--- config.mk ---
export PLATFORM = sky130hd
export DESIGN_NAME = keypad_release_debouncer_top_flat
export DESIGN_NICKNAME = d
export VERILOG_FILES = /design/src/rtl/core/krd_pkg.sv /design/src/rtl/core/krd_if.sv /design/src/rtl/core/keypad_release_debouncer_top.sv /design/src/flat_wrapper.sv
export SDC_FILE = /design/constraint.sdc
export NUM_CORES = 1
export LEC_CHECK = 0
export BUFFER_PORTS_ARGS = -buffer_cell sky130_fd_sc_hd__clkbuf_2
export CAP_MARGIN = 20
export CORE_MARGIN = 2
export CORE_UTILIZATION = 62
export DETAILED_ROUTE_END_ITERATION = 16
export PLACE_DENSITY = 0.87
export SLEW_MARGIN = 20
export SYNTH_ARGS = -nofsm -noshare
export SYNTH_HDL_FRONTEND = slang
export SYNTH_SLANG_ARGS = --single-unit
--- constraint.sdc ---
create_clock -name clock -period 5.6 [get_ports clock]
set_clock_uncertainty 0.15 [all_clocks]
set_input_delay 1.68 -clock clock [delete_from_list [all_inputs] [get_ports clock]]
set_output_delay 1.68 -clock clock [all_outputs]
set_load 0.01 [all_outputs]
--- src/rtl/core/krd_pkg.sv ---
// Shared types and constants for the keypad release debouncer.
`timescale 1ns / 1ps
`default_nettype none

package krd_pkg;

   // Keys that the sampled level word carries
   localparam int unsigned SENSED_KEYS = 16;
   localparam int unsigned CNT_W       = 8;
   localparam int unsigned CODE_W      = 8;
   localparam int unsigned CSR_IDX_W   = 2;
   localparam int unsigned CSR_DATA_W  = 64;

   // Register indexes on the configuration port
   localparam logic [CSR_IDX_W-1:0] CSR_DEBOUNCE_LIMIT = 2'd0;
   localparam logic [CSR_IDX_W-1:0] CSR_CODES_LO       = 2'd1;
   localparam logic [CSR_IDX_W-1:0] CSR_CODES_HI       = 2'd2;

   // Register reset values
   localparam logic [CNT_W-1:0]      LIMIT_RESET    = 8'd5;
   localparam logic [CSR_DATA_W-1:0] CODES_LO_RESET = 64'h0706_0504_0302_0100;
   localparam logic [CSR_DATA_W-1:0] CODES_HI_RESET = 64'h0F0E_0D0C_0B0A_0908;

   // Beat kinds on the request channel
   localparam logic MODE_POLL = 1'b0;
   localparam logic MODE_READ = 1'b1;

   typedef struct packed {
      logic                   mode;
      logic [SENSED_KEYS-1:0] pressed_keys;
   } req_payload_type;

   typedef struct packed {
      logic              key_valid;
      logic [CODE_W-1:0] key_code;
   } rsp_payload_type;

endpackage

`default_nettype wire

--- src/rtl/core/krd_if.sv ---
// Valid/ready channel interfaces for the request and response sides.
`timescale 1ns / 1ps
`default_nettype none

interface krd_req_if;
   logic                     valid;
   logic                     ready;
   krd_pkg::req_payload_type payload;

   modport source (output valid, output payload, input ready);
   modport sink   (input valid, input payload, output ready);
endinterface

interface krd_rsp_if;
   logic                     valid;
   logic                     ready;
   krd_pkg::rsp_payload_type payload;

   modport source (output valid, output payload, input ready);
   modport sink   (input valid, input payload, output ready);
endinterface

`default_nettype wire

--- src/rtl/core/keypad_release_debouncer_top.sv ---
// Keypad release debouncer: per-key press counters, release latch and read-out.
//
//  channel   | dir | handshake        | payload
//  ----------+-----+------------------+-----------------------------------
//  req_chan  | in  | valid / ready    | mode, pressed_keys[15:0]
//  rsp_chan  | out | valid / ready    | key_valid, key_code[7:0]
//  csr_*     | in  | csr_we           | csr_index[1:0], csr_wdata[63:0]
//
// One beat per cycle sustained while responses are taken; a beat passes the input register
// (loaded on accept) and then the response register (loaded when the pipe advances).
// Counters, the latch and the priority pick update in the single pass between
// the input register and the response register.
// Reset is synchronous and active high: counters and latch clear, registers load defaults.
// A stalled response holds the pipe; the input register still takes a beat when it is empty.
`timescale 1ns / 1ps
`default_nettype none

module keypad_release_debouncer_top #(
   parameter int unsigned NUM_KEYS = 16
) (
   input  wire                               clock,
   input  wire                               reset,
   krd_req_if.sink                           req_chan,
   krd_rsp_if.source                         rsp_chan,
   input  wire                               csr_we,
   input  wire [krd_pkg::CSR_IDX_W-1:0]      csr_index,
   input  wire [krd_pkg::CSR_DATA_W-1:0]     csr_wdata
);
   import krd_pkg::*;

   // Configuration registers
   logic [CNT_W-1:0]      limit_ff;
   logic [CSR_DATA_W-1:0] codes_lo_ff;
   logic [CSR_DATA_W-1:0] codes_hi_ff;

   // Input register
   logic                   in_vld_ff;
   logic                   in_mode_ff;
   logic [SENSED_KEYS-1:0] in_keys_ff;

   // Key state
   logic [CNT_W-1:0]  cnt_ff [NUM_KEYS];
   logic [CNT_W-1:0]  cnt_in [NUM_KEYS];
   logic              latch_vld_ff;
   logic              latch_vld_in;
   logic [CODE_W-1:0] latch_code_ff;
   logic [CODE_W-1:0] latch_code_in;

   // Response register
   logic              out_vld_ff;
   rsp_payload_type   out_data_ff;
   rsp_payload_type   out_data_in;

   // Per-key decode
   logic [NUM_KEYS-1:0] held_w;
   logic [NUM_KEYS-1:0] qual_w;
   logic [NUM_KEYS-1:0] first_w;
   logic [CODE_W-1:0]   code_w [NUM_KEYS];
   logic [CODE_W-1:0]   pick_code;
   logic                any_qual;
   logic                advance;
   logic                do_poll;
   logic                do_read;

   // Advance the pipe when the response slot is free or being taken
   assign advance        = in_vld_ff && (!out_vld_ff || rsp_chan.ready);
   assign req_chan.ready = !in_vld_ff || advance;
   assign do_poll        = advance && (in_mode_ff == MODE_POLL);
   assign do_read        = advance && (in_mode_ff == MODE_READ);

   // Configuration writes; unknown indexes drop
   always_ff @(posedge clock) begin
      if (reset) begin
         limit_ff    <= LIMIT_RESET;
         codes_lo_ff <= CODES_LO_RESET;
         codes_hi_ff <= CODES_HI_RESET;
      end else if (csr_we) begin
         case (csr_index)
            CSR_DEBOUNCE_LIMIT: limit_ff    <= csr_wdata[CNT_W-1:0];
            CSR_CODES_LO:       codes_lo_ff <= csr_wdata;
            CSR_CODES_HI:       codes_hi_ff <= csr_wdata;
            default: ;
         endcase
      end
   end

   // Capture a request beat
   always_ff @(posedge clock) begin
      if (reset) begin
         in_vld_ff <= 1'b0;
      end else if (req_chan.ready) begin
         in_vld_ff <= req_chan.valid;
      end
   end

   always_ff @(posedge clock) begin
      if (req_chan.ready && req_chan.valid) begin
         in_mode_ff <= req_chan.payload.mode;
         in_keys_ff <= req_chan.payload.pressed_keys;
      end
   end

   // Map each key to its level and reported code; keys past the sensed word read released
   for (genvar g = 0; g < NUM_KEYS; g++) begin : g_key
      if (g < 8) begin : g_lo
         assign code_w[g] = codes_lo_ff[CODE_W*g +: CODE_W];
      end else if (g < SENSED_KEYS) begin : g_hi
         assign code_w[g] = codes_hi_ff[CODE_W*(g-8) +: CODE_W];
      end else begin : g_none
         assign code_w[g] = '0;
      end
      if (g < SENSED_KEYS) begin : g_lvl
         assign held_w[g] = in_keys_ff[g];
      end else begin : g_nolvl
         assign held_w[g] = 1'b0;
      end
      assign qual_w[g] = !held_w[g] && (cnt_ff[g] >= limit_ff);
   end

   // Pick the lowest released key that reached the limit
   always_comb begin
      logic blocked;
      blocked   = 1'b0;
      pick_code = '0;
      for (int i = 0; i < NUM_KEYS; i++) begin
         first_w[i] = qual_w[i] && !blocked;
         blocked    = blocked || qual_w[i];
         if (first_w[i]) begin
            pick_code = code_w[i];
         end
      end
      any_qual = blocked;
   end

   // Next counter values: keys above the picked one hold
   always_comb begin
      logic blocked;
      blocked = 1'b0;
      for (int i = 0; i < NUM_KEYS; i++) begin
         cnt_in[i] = cnt_ff[i];
         if (do_poll && !blocked) begin
            if (held_w[i]) begin
               cnt_in[i] = (cnt_ff[i] >= limit_ff) ? limit_ff : cnt_ff[i] + 1'b1;
            end else if (first_w[i]) begin
               cnt_in[i] = '0;
            end
         end
         blocked = blocked || qual_w[i];
      end
   end

   // Latch update and response data
   always_comb begin
      latch_vld_in  = latch_vld_ff;
      latch_code_in = latch_code_ff;
      out_data_in   = '0;
      if (do_read) begin
         out_data_in.key_valid = latch_vld_ff;
         out_data_in.key_code  = latch_vld_ff ? latch_code_ff : '0;
         latch_vld_in          = 1'b0;
         latch_code_in         = '0;
      end else if (do_poll && any_qual) begin
         latch_vld_in  = 1'b1;
         latch_code_in = pick_code;
      end
   end

   // State registers
   always_ff @(posedge clock) begin
      if (reset) begin
         for (int i = 0; i < NUM_KEYS; i++) begin
            cnt_ff[i] <= '0;
         end
         latch_vld_ff  <= 1'b0;
         latch_code_ff <= '0;
      end else begin
         for (int i = 0; i < NUM_KEYS; i++) begin
            cnt_ff[i] <= cnt_in[i];
         end
         latch_vld_ff  <= latch_vld_in;
         latch_code_ff <= latch_code_in;
      end
   end

   // Response register: load on advance, drop when taken
   always_ff @(posedge clock) begin
      if (reset) begin
         out_vld_ff <= 1'b0;
      end else if (advance) begin
         out_vld_ff <= 1'b1;
      end else if (rsp_chan.ready) begin
         out_vld_ff <= 1'b0;
      end
   end

   always_ff @(posedge clock) begin
      if (advance) begin
         out_data_ff <= out_data_in;
      end
   end

   assign rsp_chan.valid   = out_vld_ff;
   assign rsp_chan.payload = out_data_ff;

   // An empty latch always carries a zero code
   a_latch_clear: assert property (@(posedge clock) disable iff (reset)
      !latch_vld_ff |-> (latch_code_ff == '0))
      else $error("latch code not zero while latch empty");

   // A read leaves the latch empty
   a_read_clears: assert property (@(posedge clock) disable iff (reset)
      do_read |=> !latch_vld_ff)
      else $error("latch still set after read");

   // A response without a key reports a zero code
   a_rsp_zero: assert property (@(posedge clock) disable iff (reset)
      (out_vld_ff && !out_data_ff.key_valid) |-> (out_data_ff.key_code == '0))
      else $error("nonzero code on empty response");

   // Request side stalls only when both stages are full and the response is held
   a_stall_cause: assert property (@(posedge clock) disable iff (reset)
      !req_chan.ready |-> (in_vld_ff && out_vld_ff && !rsp_chan.ready))
      else $error("request stalled without back pressure");

endmodule

`default_nettype wire
--- src/flat_wrapper.sv ---
// flat-port wrapper written by rule: the top's interface ports become plain ports
module keypad_release_debouncer_top_flat import krd_pkg::*;
#(
   parameter int unsigned NUM_KEYS = 16
)
  (clock, reset, csr_we, csr_index, csr_wdata, req_chan_valid, req_chan_payload, req_chan_ready, rsp_chan_valid, rsp_chan_payload, rsp_chan_ready);
  krd_req_if req_chan_i ();
  krd_rsp_if rsp_chan_i ();
  input  wire clock;
  input  wire reset;
  input  wire csr_we;
  input  wire [krd_pkg::CSR_IDX_W-1:0] csr_index;
  input  wire [krd_pkg::CSR_DATA_W-1:0] csr_wdata;
  input wire logic [$bits(req_chan_i.valid)-1:0] req_chan_valid;
  input wire logic [$bits(req_chan_i.payload)-1:0] req_chan_payload;
  output wire logic [$bits(req_chan_i.ready)-1:0] req_chan_ready;
  output wire logic [$bits(rsp_chan_i.valid)-1:0] rsp_chan_valid;
  output wire logic [$bits(rsp_chan_i.payload)-1:0] rsp_chan_payload;
  input wire logic [$bits(rsp_chan_i.ready)-1:0] rsp_chan_ready;
  assign req_chan_i.valid = req_chan_valid;
  assign req_chan_i.payload = req_chan_payload;
  assign req_chan_ready = req_chan_i.ready;
  assign rsp_chan_valid = rsp_chan_i.valid;
  assign rsp_chan_payload = rsp_chan_i.payload;
  assign rsp_chan_i.ready = rsp_chan_ready;
  keypad_release_debouncer_top #(.NUM_KEYS(NUM_KEYS)) u_core (.clock(clock), .reset(reset), .req_chan(req_chan_i), .rsp_chan(rsp_chan_i), .csr_we(csr_we), .csr_index(csr_index), .csr_wdata(csr_wdata));
endmodule
Yosys cells after proc, flatten, opt, wreduce, memory -nomap -nowiden
Memories as Yosys holds them, arrays and structs flattened. Cells that the tools add are included.

Flip-flop bits (word level): 173. Memory bits (writable): 128. Input port bits: 88. Output and inout port bits: 11. Logic and storage cells: 272. Memories: 1.

$add $sub $neg: 16. $lt $le $gt $ge: 16. Eq/ne operators: 2. Muxes and demuxes: 101. Bitwise logic cells: 17. Reductions and logical operators: 108.

Memories: u_core.cnt_ff (depth 16, width 8, rd ports 16, clocked after memory_dff 0, wr ports 16, line keypad_release_debouncer_top.sv:42) `logic [CNT_W-1:0] cnt_ff [NUM_KEYS];`.

Operators with widths (count): 2-to-1 mux 8 bit (96); adder 8 x 1 -> 8 bit, second input constant (16); greater-or-equal comparator 8 bit (16); logical AND 1 bit (51); zero test 1 bit (33); logical OR 1 bit (17); OR 1 bit (16); AND reduction 2 bit (4); 2-to-1 mux 1 bit (5); == test 2 x 1 -> 1 bit, second input constant (1); == test 2 bit, second input constant (1); zero test 2 bit (1); nonzero test 2 bit (1); OR reduction 2 bit (1); inverter 1 bit (1).

Depth between registers and ports, before layout
Depth in word-level cells: 22. Gate-level depth with buffers: 15. Gate-level depth less buffers: 13.

Least setup slack after synthesis
Ideal clock, no wire load.

Path kind: in2reg. Start: input port rsp_chan_ready. End: memory u_core.cnt_ff[11][3] (netlist: u_core.cnt_ff[1][27]). Data arrival time: 4216 ps. Path slack: 1166 ps. Stages on the path: 9. Path through: nor2b_1 nor2b_1 nand2b_1 or4_4 buf_6 or3_1 buf_2 a2111o_1 a21oi_2.

RTL lines: start: declaration (line flat_wrapper.sv:19) `input wire logic [$bits(rsp_chan_i.ready)-1:0] rsp_chan_ready;`; end: declaration (line keypad_release_debouncer_top.sv:42).

Worst setup path in the final report
Start: register u_core.limit_ff[0]. End: register u_core.latch_code_ff[2].

Longest elaborated chain between the ends: 19. Elaborated cells between the ends (all ways): 94.

RTL lines: start: declaration (line keypad_release_debouncer_top.sv:32) `logic [CNT_W-1:0] limit_ff;`; start signal: assignment (line keypad_release_debouncer_top.sv:79) `CSR_DEBOUNCE_LIMIT: limit_ff <= csr_wdata[CNT_W-1:0];`; greater-or-equal comparator 8 bit (line keypad_release_debouncer_top.sv:117) `assign qual_w[g] = !held_w[g] && (cnt_ff[g] >= limit_ff);`; logical AND 1 bit (line keypad_release_debouncer_top.sv:117); zero test 1 bit or logical OR 1 bit (tied branches) (line keypad_release_debouncer_top.sv:126, keypad_release_debouncer_top.sv:127); logical AND 1 bit, or another cell as far along (line keypad_release_debouncer_top.sv:126) `first_w[i] = qual_w[i] && !blocked;`; 2-to-1 mux 8 bit, or another cell as far along (13 in series) (line keypad_release_debouncer_top.sv:128) `if (first_w[i]) begin`; 2-to-1 mux 8 bit or logical AND 1 bit (tied branches) (line keypad_release_debouncer_top.sv:128, keypad_release_debouncer_top.sv:126); 2-to-1 mux 8 bit (line keypad_release_debouncer_top.sv:128); end signal: assignment (line keypad_release_debouncer_top.sv:181) `latch_code_ff <= latch_code_in;`; end: declaration (line keypad_release_debouncer_top.sv:46) `logic [CODE_W-1:0] latch_code_ff;`.

Parallel ways exist; a longest one is shown, timed or not. A chain may end at the register's enable or synchronous reset.

==> key figures <==
Outcome
  – Outcome: finished clean

Synthesis
  – Syn_nets: approximately 2.6k
  – Post-synth EDFFs: 26
  – Post-synthesis sequential area ratio: 0.3502
  – Mapped Cells: ~2.3k
  – Post-synth design cell area: about 18000 um^2
  – Synth async-reset ratio: 0
  – #FFs+latches synth: 301
  – Synthesis Warnings: 0
  – Library cells used by synthesis: 78
  – Mean Syn Cell Area: between 7 and 8 um^2
  – Main synth FF type: dfxtp_1

Finish
  – Area Growth Syn to Fin: 11.83%
  – Final Util: 0.7013
  – Final nets: between 2k and 3k
  – Fill count: 2235
  – Final Instance Area: approximately 20000 um^2
  – Proportion of layout cells with a drive suffix above 1: 0.1071
  – Non-Filler Instances: 2803
  – N_diodes: 0

STA
  – Worst slew pin tran: just under 1 ns
  – Setup ws final: 0.7080 ns
  – Slew Viols, Final: 0
  – Setup_tns: 0 ns
  – Maximum clock frequency: between 0.2 and 0.25 GHz
  – Rel. slew slack: 0.3270
  – Unrepaired setup endpoints after global routing: no
  – Fin. Hold Viols: 0
  – Final min period: 4.892 ns
  – Tcrit/Tclk final: 0.8736
  – Worst hold slack: ~0.31 ns
  – Final setup vio count: 0

Floorplan
  – DIE AREA: 30330 um^2
  – Chip Height: ~170 um
  – Initial Utilization: 0.6272
  – FP Rows: slightly above 60
  – Die X: ~170 um
  – Core area: around 29000 um^2
  – I/O pin count: between 90 and 100

Route
  – First DRT Iteration DRCs: ~2.6k
  – Total detailed-routing wirelength: roughly 57000 um
  – DR vias: ~18k
  – Pre-antenna DRT Iters: 6
  – Post-route DRC: 0
  – Via density: around 6.6
  – Antenna-violating nets left: 0
  – Drt wl/cell: a little over 20 um

Setup path
  – Worst r2r dst: u_core.latch_code_ff[2]
  – R2r startpoint: u_core.limit_ff[0]
  – Worst R2R Path Depth: 13
  – Critical path required time: 5.89 ns
  – WS Path Type: register to register
  – Worst EP arrival: 5.18 ns
  – Crit start category: register
  – R2R Setup Slk: 0.71 ns
  – CP endpoint kind: register
  – Crit path to: u_core.latch_code_ff[2]
  – CP max FO: 13
  – CP startpoint: u_core.limit_ff[0]

GRT
  – Vias in the first global route: roughly 17k
  – Global-route wire length before repair: 90820 um
  – Initial antenna violation count: 0
  – Largest net degree at the start of global routing: between 100 and 150
  – Grt total ovfl: 0
  – Total Routing Usage GR: 0.3691

Hold path
  – Hold/Removal Path Class: register to register

Power
  – Worst VDD drop: between 200 and 250 uV
  – Leak: between 7 and 8 nW
  – Pwr Density: between 200 and 300 nW/um^2
  – Post-layout power: 5.068 mW

Run
  – Max_cap viols: 0

Clock tree
  – CTS resizes: 0
  – Setup bufs post-CTS: 0
  – Clk slew on worst S/H paths: about 0.06 ns
  – CTS sink count: approximately 300
  – Cts bufs inserted: 35
  – Clk root buf: clkbuf_16
  – Post-cts hold buffer count: 0
  – CTS tree: built
  – H-tree depth: 2
  – Clk Latency, worst-skew pair: around 0.54 ns
  – Clock Path Buffers: 3

Place
  – Placed inst area: 18940 um^2
  – Detailed placement HPWL: a little under 40000 um
  – Post-placement setup slack: roughly 0.6 ns
  – Gp weighted congestion: approximately 0.97
  – Port bufs: 98
  – Placed cell count: 2738
-- sequential cells by signal, indices dropped and copies added, names as in the netlist --
name / flops
u_core.latch_vld_ff: 1
u_core.in_vld_ff: 1
u_core.held_w: 16
u_core.codes_hi_ff: 64
u_core.latch_code_ff: 8
u_core.in_mode_ff: 1
u_core.codes_lo_ff: 64
u_core.cnt_ff: 128
u_core.rsp_chan.payload: 9
u_core.limit_ff: 8
u_core.rsp_chan.valid: 1
-- layer usage --
metal,vias to the layer above,global-route usage,part of all wire
li1,8482,-,-
met1,8607,0.4573,0.38
met2,1151,0.5979,0.46
met3,253,0.06540,0.098
met4,0,0.2297,0.066
met5,-,0,0
-- synth_stat cells, types with 19 or more instances --
library cell,count,area share
and3_1,44,0.015
inv_1,50,0.010
ha_1,144,0.10
nand2b_1,21,0.0073
o211ai_1,21,0.0088
nor2_1,197,0.041
o21ai_0,128,0.036
o21a_1,19,0.0079
nand3_1,84,0.023
dfxtp_1,275,0.31
nor3b_1,30,0.013
edfxtp_1,26,0.043
nand3b_1,44,0.018
clkbuf_1,110,0.023
nand2_1,428,0.089
nor3_1,35,0.0098
a21oi_1,339,0.095
-- worst min-delay path by stage --
stage / cells after the start / slack [ns] / start / end
floorplan: 2 / 0.28 / u_core.codes_lo_ff[37] / u_core.codes_lo_ff[37]
global placement: 2 / 0.29 / u_core.codes_lo_ff[37] / u_core.codes_lo_ff[37]
detailed placement: 2 / 0.29 / u_core.codes_lo_ff[37] / u_core.codes_lo_ff[37]
CTS: 2 / 0.30 / u_core.codes_lo_ff[37] / u_core.codes_lo_ff[37]
global route: 2 / 0.32 / u_core.codes_hi_ff[31] / u_core.codes_hi_ff[31]
finish: 2 / 0.31 / u_core.codes_hi_ff[44] / u_core.codes_hi_ff[44]
-- power by group --
part           internal, mW  switching [mW]  total (mW)
combinational         0.188           0.346       0.535
sequential             2.23          0.0659        2.30
clock                  1.27           0.970        2.24
total                  3.69            1.38        5.07
-- layout make-up --
class	count	area (um^2)	area share
Clock inverter	15	128.9	0.006419
Tap cell	384	480.5	0.02393
Clock buffer	49	999.7	0.04980
Multi-Input combinational cell	1843	11020	0.5489
Sequential cell	301	6286	0.3131
Inverter	50	187.7	0.009349
Timing Repair Buffer	161	973.4	0.04849
-- kinds of logic (layout without fill, tap and decap cells) --
logic type	count (synthesis)	in the layout	share of synthesized area
AND/OR/NAND/NOR	965	965	0.2503
AO/OA/AOI/OAI	687	687	0.2368
flip-flops	301	301	0.3502
buffers and inverters	177	275	0.03750
adder cells (fa/ha/maj)	144	144	0.1004
XOR/XNOR	29	29	0.01415
multiplexers	18	18	0.01066
-- worst max-delay path: stages (launching register included) --
cell and delay (ns):
dfxtp_1 0.76, buf_4 0.26, ha_1 0.24, nand2b_4 0.15, a2111oi_4 0.37, o211a_1 0.28, nor2_1 0.14, nand4bb_1 0.53
nor2_1 0.81, o211ai_1 0.18, and3_1 0.23, nor3_1 0.38, nor3_1 0.12, nor4_1 0.19
-- cells in the final DEF, fill, tap and decap left out, types with 7 or more instances in the layout --
| cell type | n |
|---|---|
| nand2_1 | 428 |
| a21oi_1 | 339 |
| dfxtp_1 | 275 |
| nor2_1 | 197 |
| ha_1 | 144 |
| o21ai_0 | 126 |
| clkbuf_2 | 97 |
| nand3_1 | 84 |
| buf_4 | 62 |
| inv_1 | 50 |
| nand3b_1 | 44 |
| and3_1 | 44 |
| clkbuf_16 | 36 |
| nor3_1 | 35 |
| nor3b_1 | 30 |
| edfxtp_1 | 26 |
| nand2b_1 | 21 |
| o211ai_1 | 21 |
| o21a_1 | 19 |
| or3_1 | 18 |
| o2111ai_1 | 18 |
| xnor2_1 | 16 |
| nor2b_1 | 15 |
| a221oi_1 | 14 |
| a21o_1 | 13 |
| xor2_1 | 13 |
| and2_1 | 12 |
| a41oi_1 | 12 |
| a31oi_1 | 11 |
| o31ai_1 | 10 |
| a211oi_1 | 9 |
| mux2i_1 | 9 |
| mux2_2 | 9 |
| a22oi_1 | 9 |
| clkbuf_1 | 8 |
| or2_2 | 7 |
| a211o_1 | 7 |
| o221ai_1 | 7 |
| nor4_1 | 7 |
(Power assumes the default switching activity.)
